$ cat src/rtl/mrcs_pkg.sv
`timescale 1ns / 1ps
// ----------------------------------------------------------------------------
// mrcs_pkg
// Shared types and constants for the root candidate selector.
// ----------------------------------------------------------------------------
package mrcs_pkg;

	localparam int MAX_CANDIDATES_DEF = 256;

	localparam int PREF_W   = 8;
	localparam int STRAT_W  = 8;
	localparam int RSSI_W   = 13;
	localparam int SNR_W    = 12;
	localparam int ID_W     = 64;
	localparam int SCORE_W  = 15;
	localparam int INDEX_W  = 8;

	// packed input fields, lowest bit first: pref, stratum, rssi, snr, id
	localparam int ITEM_W   = PREF_W + STRAT_W + RSSI_W + SNR_W + ID_W;
	localparam int S_DATA_W = ((ITEM_W + 7) / 8) * 8;
	localparam int M_DATA_W = ((INDEX_W + ID_W + 7) / 8) * 8;

	typedef struct packed {
		logic [ID_W-1:0]          id;
		logic signed [SNR_W-1:0]  snr;
		logic signed [RSSI_W-1:0] rssi;
		logic [STRAT_W-1:0]       stratum;
		logic [PREF_W-1:0]        pref;
	} item_t;

	typedef struct packed {
		logic [ID_W-1:0]           id;
		logic signed [SCORE_W-1:0] score;
		logic [STRAT_W-1:0]        stratum;
		logic [PREF_W-1:0]         pref;
	} best_t;

	typedef struct packed {
		logic [ID_W-1:0]    id;
		logic [INDEX_W-1:0] index;
		logic               found;
	} res_t;

endpackage

$ cat src/rtl/mrcs_rank.sv
`timescale 1ns / 1ps
// ----------------------------------------------------------------------------
// mrcs_rank
// Score add and four-key ranking of one candidate against the held best.
// ----------------------------------------------------------------------------
module mrcs_rank (
	input  mrcs_pkg::item_t                  item,
	input  logic                             sig_valid,
	input  logic                             have_best,
	input  mrcs_pkg::best_t                  best,
	output logic                             take,
	output logic signed [mrcs_pkg::SCORE_W-1:0] score
);
	import mrcs_pkg::*;

	logic beats;

	// 2*rssi + snr, exact in 15 bits
	assign score = $signed({item.rssi[RSSI_W-1], item.rssi, 1'b0})
		+ $signed({{(SCORE_W-SNR_W){item.snr[SNR_W-1]}}, item.snr});

	always_comb begin
		if (item.pref != best.pref) begin
			beats = item.pref > best.pref;
		end else if (item.stratum != best.stratum) begin
			beats = item.stratum < best.stratum;
		end else if (score != best.score) begin
			beats = score > best.score;
		end else begin
			beats = item.id < best.id;
		end
	end

	assign take = sig_valid && (!have_best || beats);

endmodule

$ cat src/rtl/mrcs_track.sv
`timescale 1ns / 1ps
// ----------------------------------------------------------------------------
// mrcs_track
// Running best-candidate state, list position counter and result forming.
// ----------------------------------------------------------------------------
module mrcs_track #(
	parameter int MAX_CANDIDATES = mrcs_pkg::MAX_CANDIDATES_DEF
) (
	input  logic            clk,
	input  logic            arst_n,
	input  logic            fire,
	input  logic            sig_valid,
	input  logic            last,
	input  mrcs_pkg::item_t item,
	output mrcs_pkg::res_t  res
);
	import mrcs_pkg::*;

	localparam int POS_W = $clog2(MAX_CANDIDATES + 1);
	localparam int IDX_W = $clog2(MAX_CANDIDATES);

	logic                      have_q;
	logic [POS_W-1:0]          item_pos_q;
	best_t                     best_q;
	logic [IDX_W-1:0]          best_pos_q;

	logic                      in_range;
	logic                      take;
	logic                      upd;
	logic signed [SCORE_W-1:0] score;
	logic                      have_n;
	logic [IDX_W-1:0]          pos_n;
	logic [ID_W-1:0]           id_n;
	logic [IDX_W+INDEX_W-1:0]  pos_ext;

	mrcs_rank u_rank (
		.item      (item),
		.sig_valid (sig_valid),
		.have_best (have_q),
		.best      (best_q),
		.take      (take),
		.score     (score)
	);

	assign in_range = item_pos_q < POS_W'(MAX_CANDIDATES);
	assign upd      = in_range && take;

	// post-update view, used for the result on the last beat
	assign have_n  = have_q || upd;
	assign pos_n   = upd ? item_pos_q[IDX_W-1:0] : best_pos_q;
	assign id_n    = upd ? item.id : best_q.id;
	assign pos_ext = {{INDEX_W{1'b0}}, pos_n};

	assign res.found = have_n;
	assign res.index = have_n ? pos_ext[INDEX_W-1:0] : '0;
	assign res.id    = have_n ? id_n : '0;

	always_ff @(posedge clk or negedge arst_n) begin
		if (!arst_n) begin
			have_q     <= 1'b0;
			item_pos_q <= '0;
		end else if (fire) begin
			if (last) begin
				have_q     <= 1'b0;
				item_pos_q <= '0;
			end else begin
				have_q <= have_n;
				if (in_range) begin
					item_pos_q <= item_pos_q + POS_W'(1);
				end
			end
		end
	end

	// payload: only meaningful while have_q is set
	always_ff @(posedge clk) begin
		if (fire && upd) begin
			best_q.pref    <= item.pref;
			best_q.stratum <= item.stratum;
			best_q.score   <= score;
			best_q.id      <= item.id;
			best_pos_q     <= item_pos_q[IDX_W-1:0];
		end
	end

endmodule

$ cat src/rtl/mesh_root_candidate_select_top.sv
`timescale 1ns / 1ps
// ----------------------------------------------------------------------------
// mesh_root_candidate_select_top
// Picks the best root candidate of each list and reports it on the list's
// last beat.
// ----------------------------------------------------------------------------
// Path: accepted last beat -> input register -> result register -> m_tvalid.
// Throughput: one beat per cycle unless a last beat waits on a held result;
//   the single compare against the registered best sets the rate.
// Reset: arst_n clears the stage valids, the held-best flag and the position
//   counter; payload registers are not reset.
// ----------------------------------------------------------------------------
module mesh_root_candidate_select_top #(
	parameter int MAX_CANDIDATES = mrcs_pkg::MAX_CANDIDATES_DEF
) (
	input  logic                          clk,
	input  logic                          arst_n,
	// candidate stream
	input  logic                          s_tvalid,
	output logic                          s_tready,
	// preference[7:0], stratum[15:8], rssi[28:16], snr[40:29],
	// node_id[104:41], zero pad above
	input  logic [mrcs_pkg::S_DATA_W-1:0] s_tdata,
	input  logic                          s_tuser,  // sig_valid
	input  logic                          s_tlast,  // last candidate of list
	// result stream
	output logic                          m_tvalid,
	input  logic                          m_tready,
	// best_index[7:0], best_node_id[71:8]
	output logic [mrcs_pkg::M_DATA_W-1:0] m_tdata,
	output logic                          m_tuser   // found
);
	import mrcs_pkg::*;

	// input register stage
	logic  valid_s1;
	item_t item_s1;
	logic  sig_s1;
	logic  last_s1;

	// result register
	logic  m_valid_q;
	res_t  res_q;

	res_t  res;
	logic  out_free;
	logic  go;

	// A non-last beat never needs the output slot, so it always drains.
	// A last beat drains when the result register is empty or being taken.
	assign out_free = !m_valid_q || m_tready;
	assign go       = valid_s1 && (!last_s1 || out_free);
	assign s_tready = !valid_s1 || go;

	always_ff @(posedge clk or negedge arst_n) begin
		if (!arst_n) begin
			valid_s1 <= 1'b0;
		end else if (s_tready) begin
			valid_s1 <= s_tvalid;
		end
	end

	always_ff @(posedge clk) begin
		if (s_tready && s_tvalid) begin
			item_s1 <= s_tdata[ITEM_W-1:0];
			sig_s1  <= s_tuser;
			last_s1 <= s_tlast;
		end
	end

	mrcs_track #(
		.MAX_CANDIDATES (MAX_CANDIDATES)
	) u_track (
		.clk       (clk),
		.arst_n    (arst_n),
		.fire      (go),
		.sig_valid (sig_s1),
		.last      (last_s1),
		.item      (item_s1),
		.res       (res)
	);

	// result register: loads on a last beat, holds until taken
	always_ff @(posedge clk or negedge arst_n) begin
		if (!arst_n) begin
			m_valid_q <= 1'b0;
		end else if (go && last_s1) begin
			m_valid_q <= 1'b1;
		end else if (m_tready) begin
			m_valid_q <= 1'b0;
		end
	end

	always_ff @(posedge clk) begin
		if (go && last_s1) begin
			res_q <= res;
		end
	end

	assign m_tvalid = m_valid_q;
	assign m_tdata  = M_DATA_W'({res_q.id, res_q.index});
	assign m_tuser  = res_q.found;

endmodule
$ cat config.mk
export PLATFORM = sky130hd
export DESIGN_NAME = mesh_root_candidate_select_top
export DESIGN_NICKNAME = d
export VERILOG_FILES = /design/src/rtl/mrcs_pkg.sv /design/src/rtl/mrcs_rank.sv /design/src/rtl/mrcs_track.sv /design/src/rtl/mesh_root_candidate_select_top.sv
export SDC_FILE = /design/constraint.sdc
export NUM_CORES = 1
export LEC_CHECK = 0
export CORE_ASPECT_RATIO = 0.7
export CORE_MARGIN = 4
export CORE_UTILIZATION = 28
export CTS_CLUSTER_SIZE = 25
export DETAILED_ROUTE_END_ITERATION = 7
export DONT_BUFFER_PORTS = 1
export GPL_ROUTABILITY_DRIVEN = 0
export PLACE_DENSITY = 0.53
export SYNTH_ARGS = -nofsm -noshare
export SYNTH_HDL_FRONTEND = slang
export SYNTH_SLANG_ARGS = --single-unit
$ cat constraint.sdc
create_clock -name clk -period 11.95 [get_ports clk]
set_input_delay 2.39 -clock clk [delete_from_list [all_inputs] [get_ports clk]]
set_output_delay 2.39 -clock clk [all_outputs]
set_load 0.005 [all_outputs]
==> run_results.csv, run 1 <==
group,metric,value,unit
route,route.detailed.vias_per_inst,4.55,
critical_path,r2r_start,"item_s1[17]",
sta,min_period_over_period,51.2,%
clocking,clock_sinks,295,
power_and_ir_drop,leak_pwr,5.61,nW
global_route,vias_in_the_first_global_route,6887,
clocking,cts_hold_buf,0,
synth,netlist-cell-type-count,51,
critical_path,required,12320,ps
synth,synth.avg_cell_area,15.1,sq um
critical_path,arrival_time_of_the_worst_setup_path,6490,ps
global_route,grt_start_max_net_pins,73,
synth,synthesis_stage_register_bit_count,295,
worst_hold_path,hp-start,"item_s1[0]",
route,detail_route.wirelength,28300,microns
sta,clock_skew,17.8,ps
placement,detailedPlacementHpwl,19000,microns
route,drc,0,
finish,final_layout_size_suffix_gt1_share,7.05,%
finish,nFillCells,4358,
critical_path,worst_setup_path_start_kind,"register",
placement,place.port_buffers,0,
clocking,clk_transition_reported_paths,60,ps
power_and_ir_drop,totalPowerFinal,2.60,mW
synth,synth.yosys.seq_area_share,69.1,%
global_route,grt_util_all_layers,11.3,%
critical_path,regToRegEndpoint,"m_tdata[51]",
floorplan,die_width,263,microns
route,drt_iter0_drc,443,
sta,slew_violations,0,
route,via_count,6803,
sta,postLayoutSetupSlackWorst,5830,ps
outcome,run_status,"completed",
floorplan,initial_utilization,28.3,%
global_route,antenna_found_initial,6,
placement,detailed_place.area,0.0135,sq mm
sta,setup-violations-final,0,
synth,netlist_area,0.0127,sq mm
route,drt_first_pass_iters,5,
sta,highest_clock_rate,163,MHz
clocking,post-cts-setup-buffer-count,0,
synth,synth_nets,1069,
clocking,cts_tree,"built",
power_and_ir_drop,power_density,178,mW/mm^2
critical_path,cp_max_fo,48,
route,drt-wirelength-per-cell,18.9,microns
sta,min_tclk_post_route,6120,ps
global_route,grt_pass1_wl,43000,microns
sta,tightestPinTransition,1220,ps
finish,area.growth.synth_to_final,14.5,%
critical_path,critPathCaptureType,"register",
global_route,grt_overflow,0,
floorplan,boundaryPins,193,
critical_path,setup_crit_path_kind,"register to register",
critical_path,rr_worst_depth,19,
clocking,cts-buffers-inserted,34,
clocking,root_cell_of_the_clock_tree,"clkbuf_16",
sta,grt_setup_unrepaired,"false",
finish,postLayoutCellArea,0.0146,sq mm
synth,synth_top_area_cell,"edfxtp_1",
synth,number_of_flops_mapped_to_enable_cells_by_yosys,283,
synth,synthesis.yosys.warnings,0,
floorplan,die_h,186,microns
synth,synth-async-reset-ratio,4.07,%
finish,antennaDiodeCount,0,
critical_path,worst-r2r-setup-slack,5830,ps
floorplan,floorplan.die_area,0.0490,sq mm
synth,post_synthesis_cell_count,842,
sta,tns,0,ps
worst_hold_path,hold_path.class,"register to register",
floorplan,num_rows,65,
clocking,clk_path_buf_depth,3,
critical_path,crit_path_end,"m_tdata[51]",
clocking,h-tree-depth,2,
critical_path,critPathLaunch,"item_s1[17]",
synth,synth_ff_type,"edfxtp_1",
route,ant_nets,0,
clocking,later_pin_clock_latency_in_the_skew_report,520,ps
sta,max-slew-margin-rel,18.6,%
clocking,cts.repair.resized,0,
finish,nNetsFinal,1096,
synth,yosysTopAreaCellShare,66.7,%
floorplan,core-area,0.0450,sq mm
sta,hold_viol_final,0,
finish,final_util,32.4,%
power_and_ir_drop,irDropWorstVdd,0.0829,mV
placement,pre_cts_ws,5820,ps
synth,synth_area_leaders,"edfxtp_1 (67%), ha_1 (11%), a22o_1 (5.0%)",
job,count_of_maximum_capacitance_violations,0,
[state kept, by name, indices dropped and copies added, names as in the netlist]
signal / cells
u_track.best_q: 95
sig_s1: 1
u_track.item_pos_q: 9
m_tuser: 1
last_s1: 1
u_track.have_q: 1
item_s1: 105
m_tvalid: 1
u_track.best_pos_q: 8
m_tdata: 72
valid_s1: 1
[critical path, cell delays in order, from the launching register on]
cell and delay (ps):
edfxtp_1 390, ha_1 300, a21o_1 160, a21oi_1 320, o21ai_1 120, a41oi_1 330
nor2b_1 90, o21a_1 190, o41ai_1 470, xnor2_1 190, ha_1 340, nand4_1 140
nor2_1 210, nand4_1 280, a211o_1 360, a31oi_1 170, o221ai_2 230, a21oi_4 700
buf_4 660, a22o_1 250
[synth_stat cells, drive strengths merged, types with 2 or more instances]
library cell and number:
edfxtp 283, inv 109, ha 108, a22o 73, a21oi 38, nor2 30, nand2 23, o21ai 21
nand4 20, buf 15, xnor2 13, dfrtp 12, nor3 11, a21o 8, nand3 8, o21a 8
nand2b 7, or3 5, xor2 5, a211oi 4, o211ai 4, a221oi 3, and3 3, nor2b 3
a2111oi 2, a211o 2, a31oi 2, and2 2, o2111ai 2, o221ai 2
[power breakdown]
group	total (mW)	switching, mW	internal (mW)
logic	0.261	0.158	0.103
clock network	1.05	0.424	0.624
registers	1.29	0.0478	1.24
[logic make-up after synthesis]
logic type	Yosys count	synth area share, %
flip-flops	295	69.1
AO/OA/AOI/OAI	179	10.4
buffers and inverters	124	3.94
AND/OR/NAND/NOR	117	4.57
adder cells (fa/ha/maj)	109	10.8
XOR/XNOR	18	1.24
[final cells by class]
type | count | area [sq um] | area share, %
Clock inverter | 19 | 203 | 1.39
Multi-Input combinational cell | 423 | 3470 | 23.8
Inverter | 109 | 409 | 2.81
Clock buffer | 41 | 898 | 6.16
Sequential cell | 295 | 8800 | 60.3
Tap cell | 603 | 754 | 5.17
Timing Repair Buffer | 6 | 45.0 | 0.309
[worst min path at each step]
stage | to | slack, ps | cells past startpoint
finish | u_track.best_q[0] | 450 | 0
global route | u_track.best_q[0] | 470 | 0
CTS | u_track.best_q[0] | 460 | 0
detailed placement | u_track.best_q[0] | 440 | 0
global placement | u_track.best_q[0] | 440 | 0
floorplan | u_track.best_q[0] | 430 | 0
[stage by stage]
| step | hold WS (ps) | std cells |
|---|---|---|
| after global placement | 440 | 1436 |
| final | 454 | 1496 |
| after CTS | 456 | 1496 |
| after floorplan | 426 | 842 |
| after detailed placement | 442 | 1436 |
| after global routing | 469 | 1496 |
[cell usage in the layout (no fill, tap or decap), types with 3 or more instances in the layout]
cell and n:
ha_1 108, nor3_1 11, o21ai_1 5, or3_1 5, bufinv_16 4, xor2_1 5, a21oi_1 37, nand3_1 8
a21o_1 8, inv_1 109, o21a_1 8, clkinv_1 5, clkinv_2 6, nor2b_1 3, buf_4 6, clkbuf_16 35
nand2_1 23, clkbuf_1 6, nand4_1 20, and3_1 3, nand2b_1 7, a22o_1 72, o21ai_0 16, nor2_1 29
dfrtp_1 12, xnor2_1 13, a221oi_1 3, edfxtp_1 283, o211ai_1 4
[per-layer routing]
metal | routed length, microns | up-vias | global-route usage (%)
li1 | - | 3274 | -
met3 | 1650 | 55 | 3.40
met5 | 74 | - | 0
met1 | 13300 | 3322 | 15.5
met2 | 12700 | 144 | 17.7
met4 | 607 | 8 | 3.08
Note: power is estimated with default switching activity, not from simulation.
==> inputs of run 2 (changes only) <==
--- a/config.mk
+++ b/config.mk
@@ -5,6 +5,7 @@
 export SDC_FILE = /design/constraint.sdc
 export NUM_CORES = 1
 export LEC_CHECK = 0
+export ABC_AREA = 1
 export CORE_ASPECT_RATIO = 0.7
 export CORE_MARGIN = 4
 export CORE_UTILIZATION = 28
==> constraint.sdc (replaced) <==
create_clock -name clk -period 5.35 [get_ports clk]
set_input_delay 1.07 -clock clk [delete_from_list [all_inputs] [get_ports clk]]
set_output_delay 1.07 -clock clk [all_outputs]
set_load 0.005 [all_outputs]
==> run_results.csv, run 2 <==
group,metric,value,unit
route,route.detailed.vias_per_inst,4.27,
floorplan,num_rows,69,
power_and_ir_drop,irDropWorstVdd,0.218,mV
route,drt_iter0_drc,410,
synth,yosysMostFrequentCell,"edfxtp_1",
critical_path,required,5510,ps
floorplan,core-area,0.0511,sq mm
critical_path,critPathCaptureType,"register",
clocking,cts_hold_buf,0,
critical_path,regToRegEndpoint,"u_track.best_q[9]",
clocking,cts-buffers-inserted,35,
synth,synthesis_stage_register_bit_count,295,
placement,place.port_buffers,0,
finish,final_layout_size_suffix_gt1_share,16.8,%
synth,synth_ff_type,"edfxtp_1",
clocking,post-cts-setup-buffer-count,0,
global_route,antenna_found_initial,7,
power_and_ir_drop,power.combinational.fraction,13.0,%
finish,final_util,32.1,%
placement,detailedPlacementHpwl,21000,microns
route,ant_nets,0,
critical_path,setup_crit_path_kind,"register to register",
power_and_ir_drop,power.share.sequential,48.2,%
finish,area.growth.synth_to_final,12.5,%
clocking,later_pin_clock_latency_in_the_skew_report,530,ps
route,drt-wirelength-per-cell,16.7,microns
clocking,root_cell_of_the_clock_tree,"clkbuf_16",
critical_path,path_common_cell,"inv_1",
floorplan,die_width,281,microns
critical_path,worst-r2r-setup-slack,670,ps
finish,multi_input_area,0.00471,sq mm
finish,seq_area,0.00880,sq mm
sta,postLayoutSetupSlackWorst,673,ps
finish,nFillCells,5153,
placement,dp_cells,1886,
clocking,h-tree-depth,2,
finish,nNetsFinal,1476,
outcome,run_status,"completed",
floorplan,boundaryPins,193,
clocking,clk_transition_reported_paths,60,ps
synth,synth-async-reset-ratio,4.07,%
synth,yosysTopAreaCellShare,58.4,%
synth,number_of_flops_mapped_to_enable_cells_by_yosys,283,
power_and_ir_drop,leak_pwr,7.43,nW
route,drc,0,
sta,clock_skew,20.6,ps
floorplan,floorplan.die_area,0.0558,sq mm
clocking,cts_tree,"built",
critical_path,path_cells,"ha_1 -> inv_1 -> fa_1 -> inv_1 -> a31oi_1 -> o21ai_0 -> nand3_1 -> o21ai_0 -> xor2_1 -> inv_1 -> ha_1 -> nand4_1 -> inv_1 -> nand4_2 -> nor3_2 -> nand2_1 -> nor2_1 -> nand2_1 -> nand2_2 -> nand2_4 -> nand2_8 -> nand2_8 -> nor2_4 -> buf_4",
sta,max-slew-margin-rel,35.2,%
floorplan,die_h,199,microns
clocking,clock_sinks,295,
route,via_count,8308,
global_route,grt_util_all_layers,11.7,%
job,count_of_maximum_capacitance_violations,0,
sta,tns,0,ps
route,detail_route.wirelength,32500,microns
critical_path,critical-path-slowest-cell,"buf_4",
power_and_ir_drop,power_frac_clock,38.9,%
worst_hold_path,hold_path.class,"input port to asynchronous set/reset pin",
sta,highest_clock_rate,214,MHz
placement,pre_cts_ws,665,ps
synth,post_synthesis_cell_count,1231,
sta,hold_viol_final,0,
power_and_ir_drop,power_density,361,mW/mm^2
global_route,grt_overflow,0,
synth,synthesis.yosys.warnings,0,
synth,synth_nets,1458,
sta,timing.hold.ws,225,ps
critical_path,worst_path_largest_cell_delay,450,ps
synth,synth.avg_cell_area,11.8,sq um
synth,synth.yosys.seq_area_share,60.4,%
clocking,clk_path_buf_depth,3,
synth,netlist_top_cells_count,"edfxtp_1 (283), inv_1 (221), nand2_1 (175), ha_1 (108), nand3_1 (87)",
synth,synth_top_area_cell,"edfxtp_1",
global_route,grt_pass1_wl,50200,microns
finish,largest_register_ffs,105,
sta,min_tclk_post_route,4680,ps
critical_path,r2r_start,"item_s1[16]",
sta,min_period_over_period,87.4,%
sta,tightestPinTransition,973,ps
power_and_ir_drop,switching_power,1.57,mW
finish,finalNonFillerCells,1947,
critical_path,arrival_time_of_the_worst_setup_path,4840,ps
global_route,grt_start_max_net_pins,74,
placement,detailed_place.area,0.0153,sq mm
finish,most-common-layout-cells,"edfxtp_1 (283), inv_1 (219), nand2_1 (175)",
power_and_ir_drop,internal_power,4.35,mW
power_and_ir_drop,totalPowerFinal,5.92,mW
critical_path,worst_setup_path_start_kind,"register",
floorplan,initial_utilization,28.5,%
finish,largest_register,"item_s1",
sta,slew_violations,0,
route,drt_first_pass_iters,5,
finish,postLayoutCellArea,0.0164,sq mm
critical_path,rr_worst_depth,24,
synth,synth_area_leaders,"edfxtp_1 (58%), ha_1 (9.3%), inv_1 (5.7%)",
sta,grt_setup_unrepaired,"false",
sta,setup-violations-final,0,
clocking,cts.repair.resized,0,
finish,most_common_library_cell_in_the_layout_ignoring_fill_and_taps,"edfxtp_1",
power_and_ir_drop,switching_share,26.5,%
synth,netlist-cell-type-count,44,
synth,netlist_area,0.0146,sq mm
critical_path,cp_max_fo,36,
global_route,vias_in_the_first_global_route,8541,
run 2: power by group through the flow:
| stage | Combinational [mW] | Sequential (mW) | Clock [mW] |
|---|---|---|---|
| 2_1_floorplan | 0.618 | 2.87 | 0 |
| 3_3_place_gp | 0.775 | 2.90 | 0 |
| 3_5_place_dp | 0.791 | 2.90 | 0 |
| 4_1_cts | 0.795 | 2.86 | 2.41 |
| 5_1_grt | 0.889 | 2.87 | 2.51 |
| 6_report | 0.767 | 2.85 | 2.30 |
run 2: critical path, delay by kind of cell, from the launching register on:
family / cells / cell delay [ps]
compound gates: 3 / 830
simple gates: 12 / 1290
buf+inv: 5 / 770
flops: 1 / 320
fa+ha+maj: 3 / 890
xor+xnor: 1 / 160
run 2: cell families (layout without fill, tap and decap cells):
group / count (synthesis) / after routing / share of synthesized area [%]
AND/OR/NAND/NOR: 465 / 465 / 18.5
flip-flops: 295 / 295 / 60.4
buffers and inverters: 252 / 292 / 7.34
adder cells (fa/ha/maj): 109 / 109 / 9.42
AO/OA/AOI/OAI: 99 / 99 / 3.65
XOR/XNOR: 11 / 11 / 0.662
other: 0 / 2 / 0
run 2: worst max path at each step:
stage	slack, ps	start	cells after the start	end
after detailed placement	670	item_s1[16]	24	u_track.best_q[10]
final	670	item_s1[16]	24	u_track.best_q[9]
after global placement	690	item_s1[16]	24	u_track.best_q[9]
after global routing	180	item_s1[30]	24	u_track.best_q[74]
after floorplan	160	item_s1[16]	25	u_track.best_pos_q[0]
after CTS	630	item_s1[16]	24	u_track.best_q[73]
run 2: final cells by class:
type,count,share of cell area [%]
Clock buffer,47,6.06
Sequential cell,295,53.7
Timing Repair Buffer,10,0.687
Antenna cell,2,0.0305
Clock inverter,12,0.534
Tap cell,674,5.15
Inverter,223,5.14
Multi-Input combinational cell,684,28.7
run 2: metal layers:
layer / up-vias / part of all wire [%] / GRT usage (%)
met2: 148 / 46 / 18.8
met3: 52 / 6.4 / 3.67
met5: - / 0.25 / 0
li1: 4160 / - / -
met1: 3938 / 46 / 15.4
met4: 10 / 1.8 / 3.08
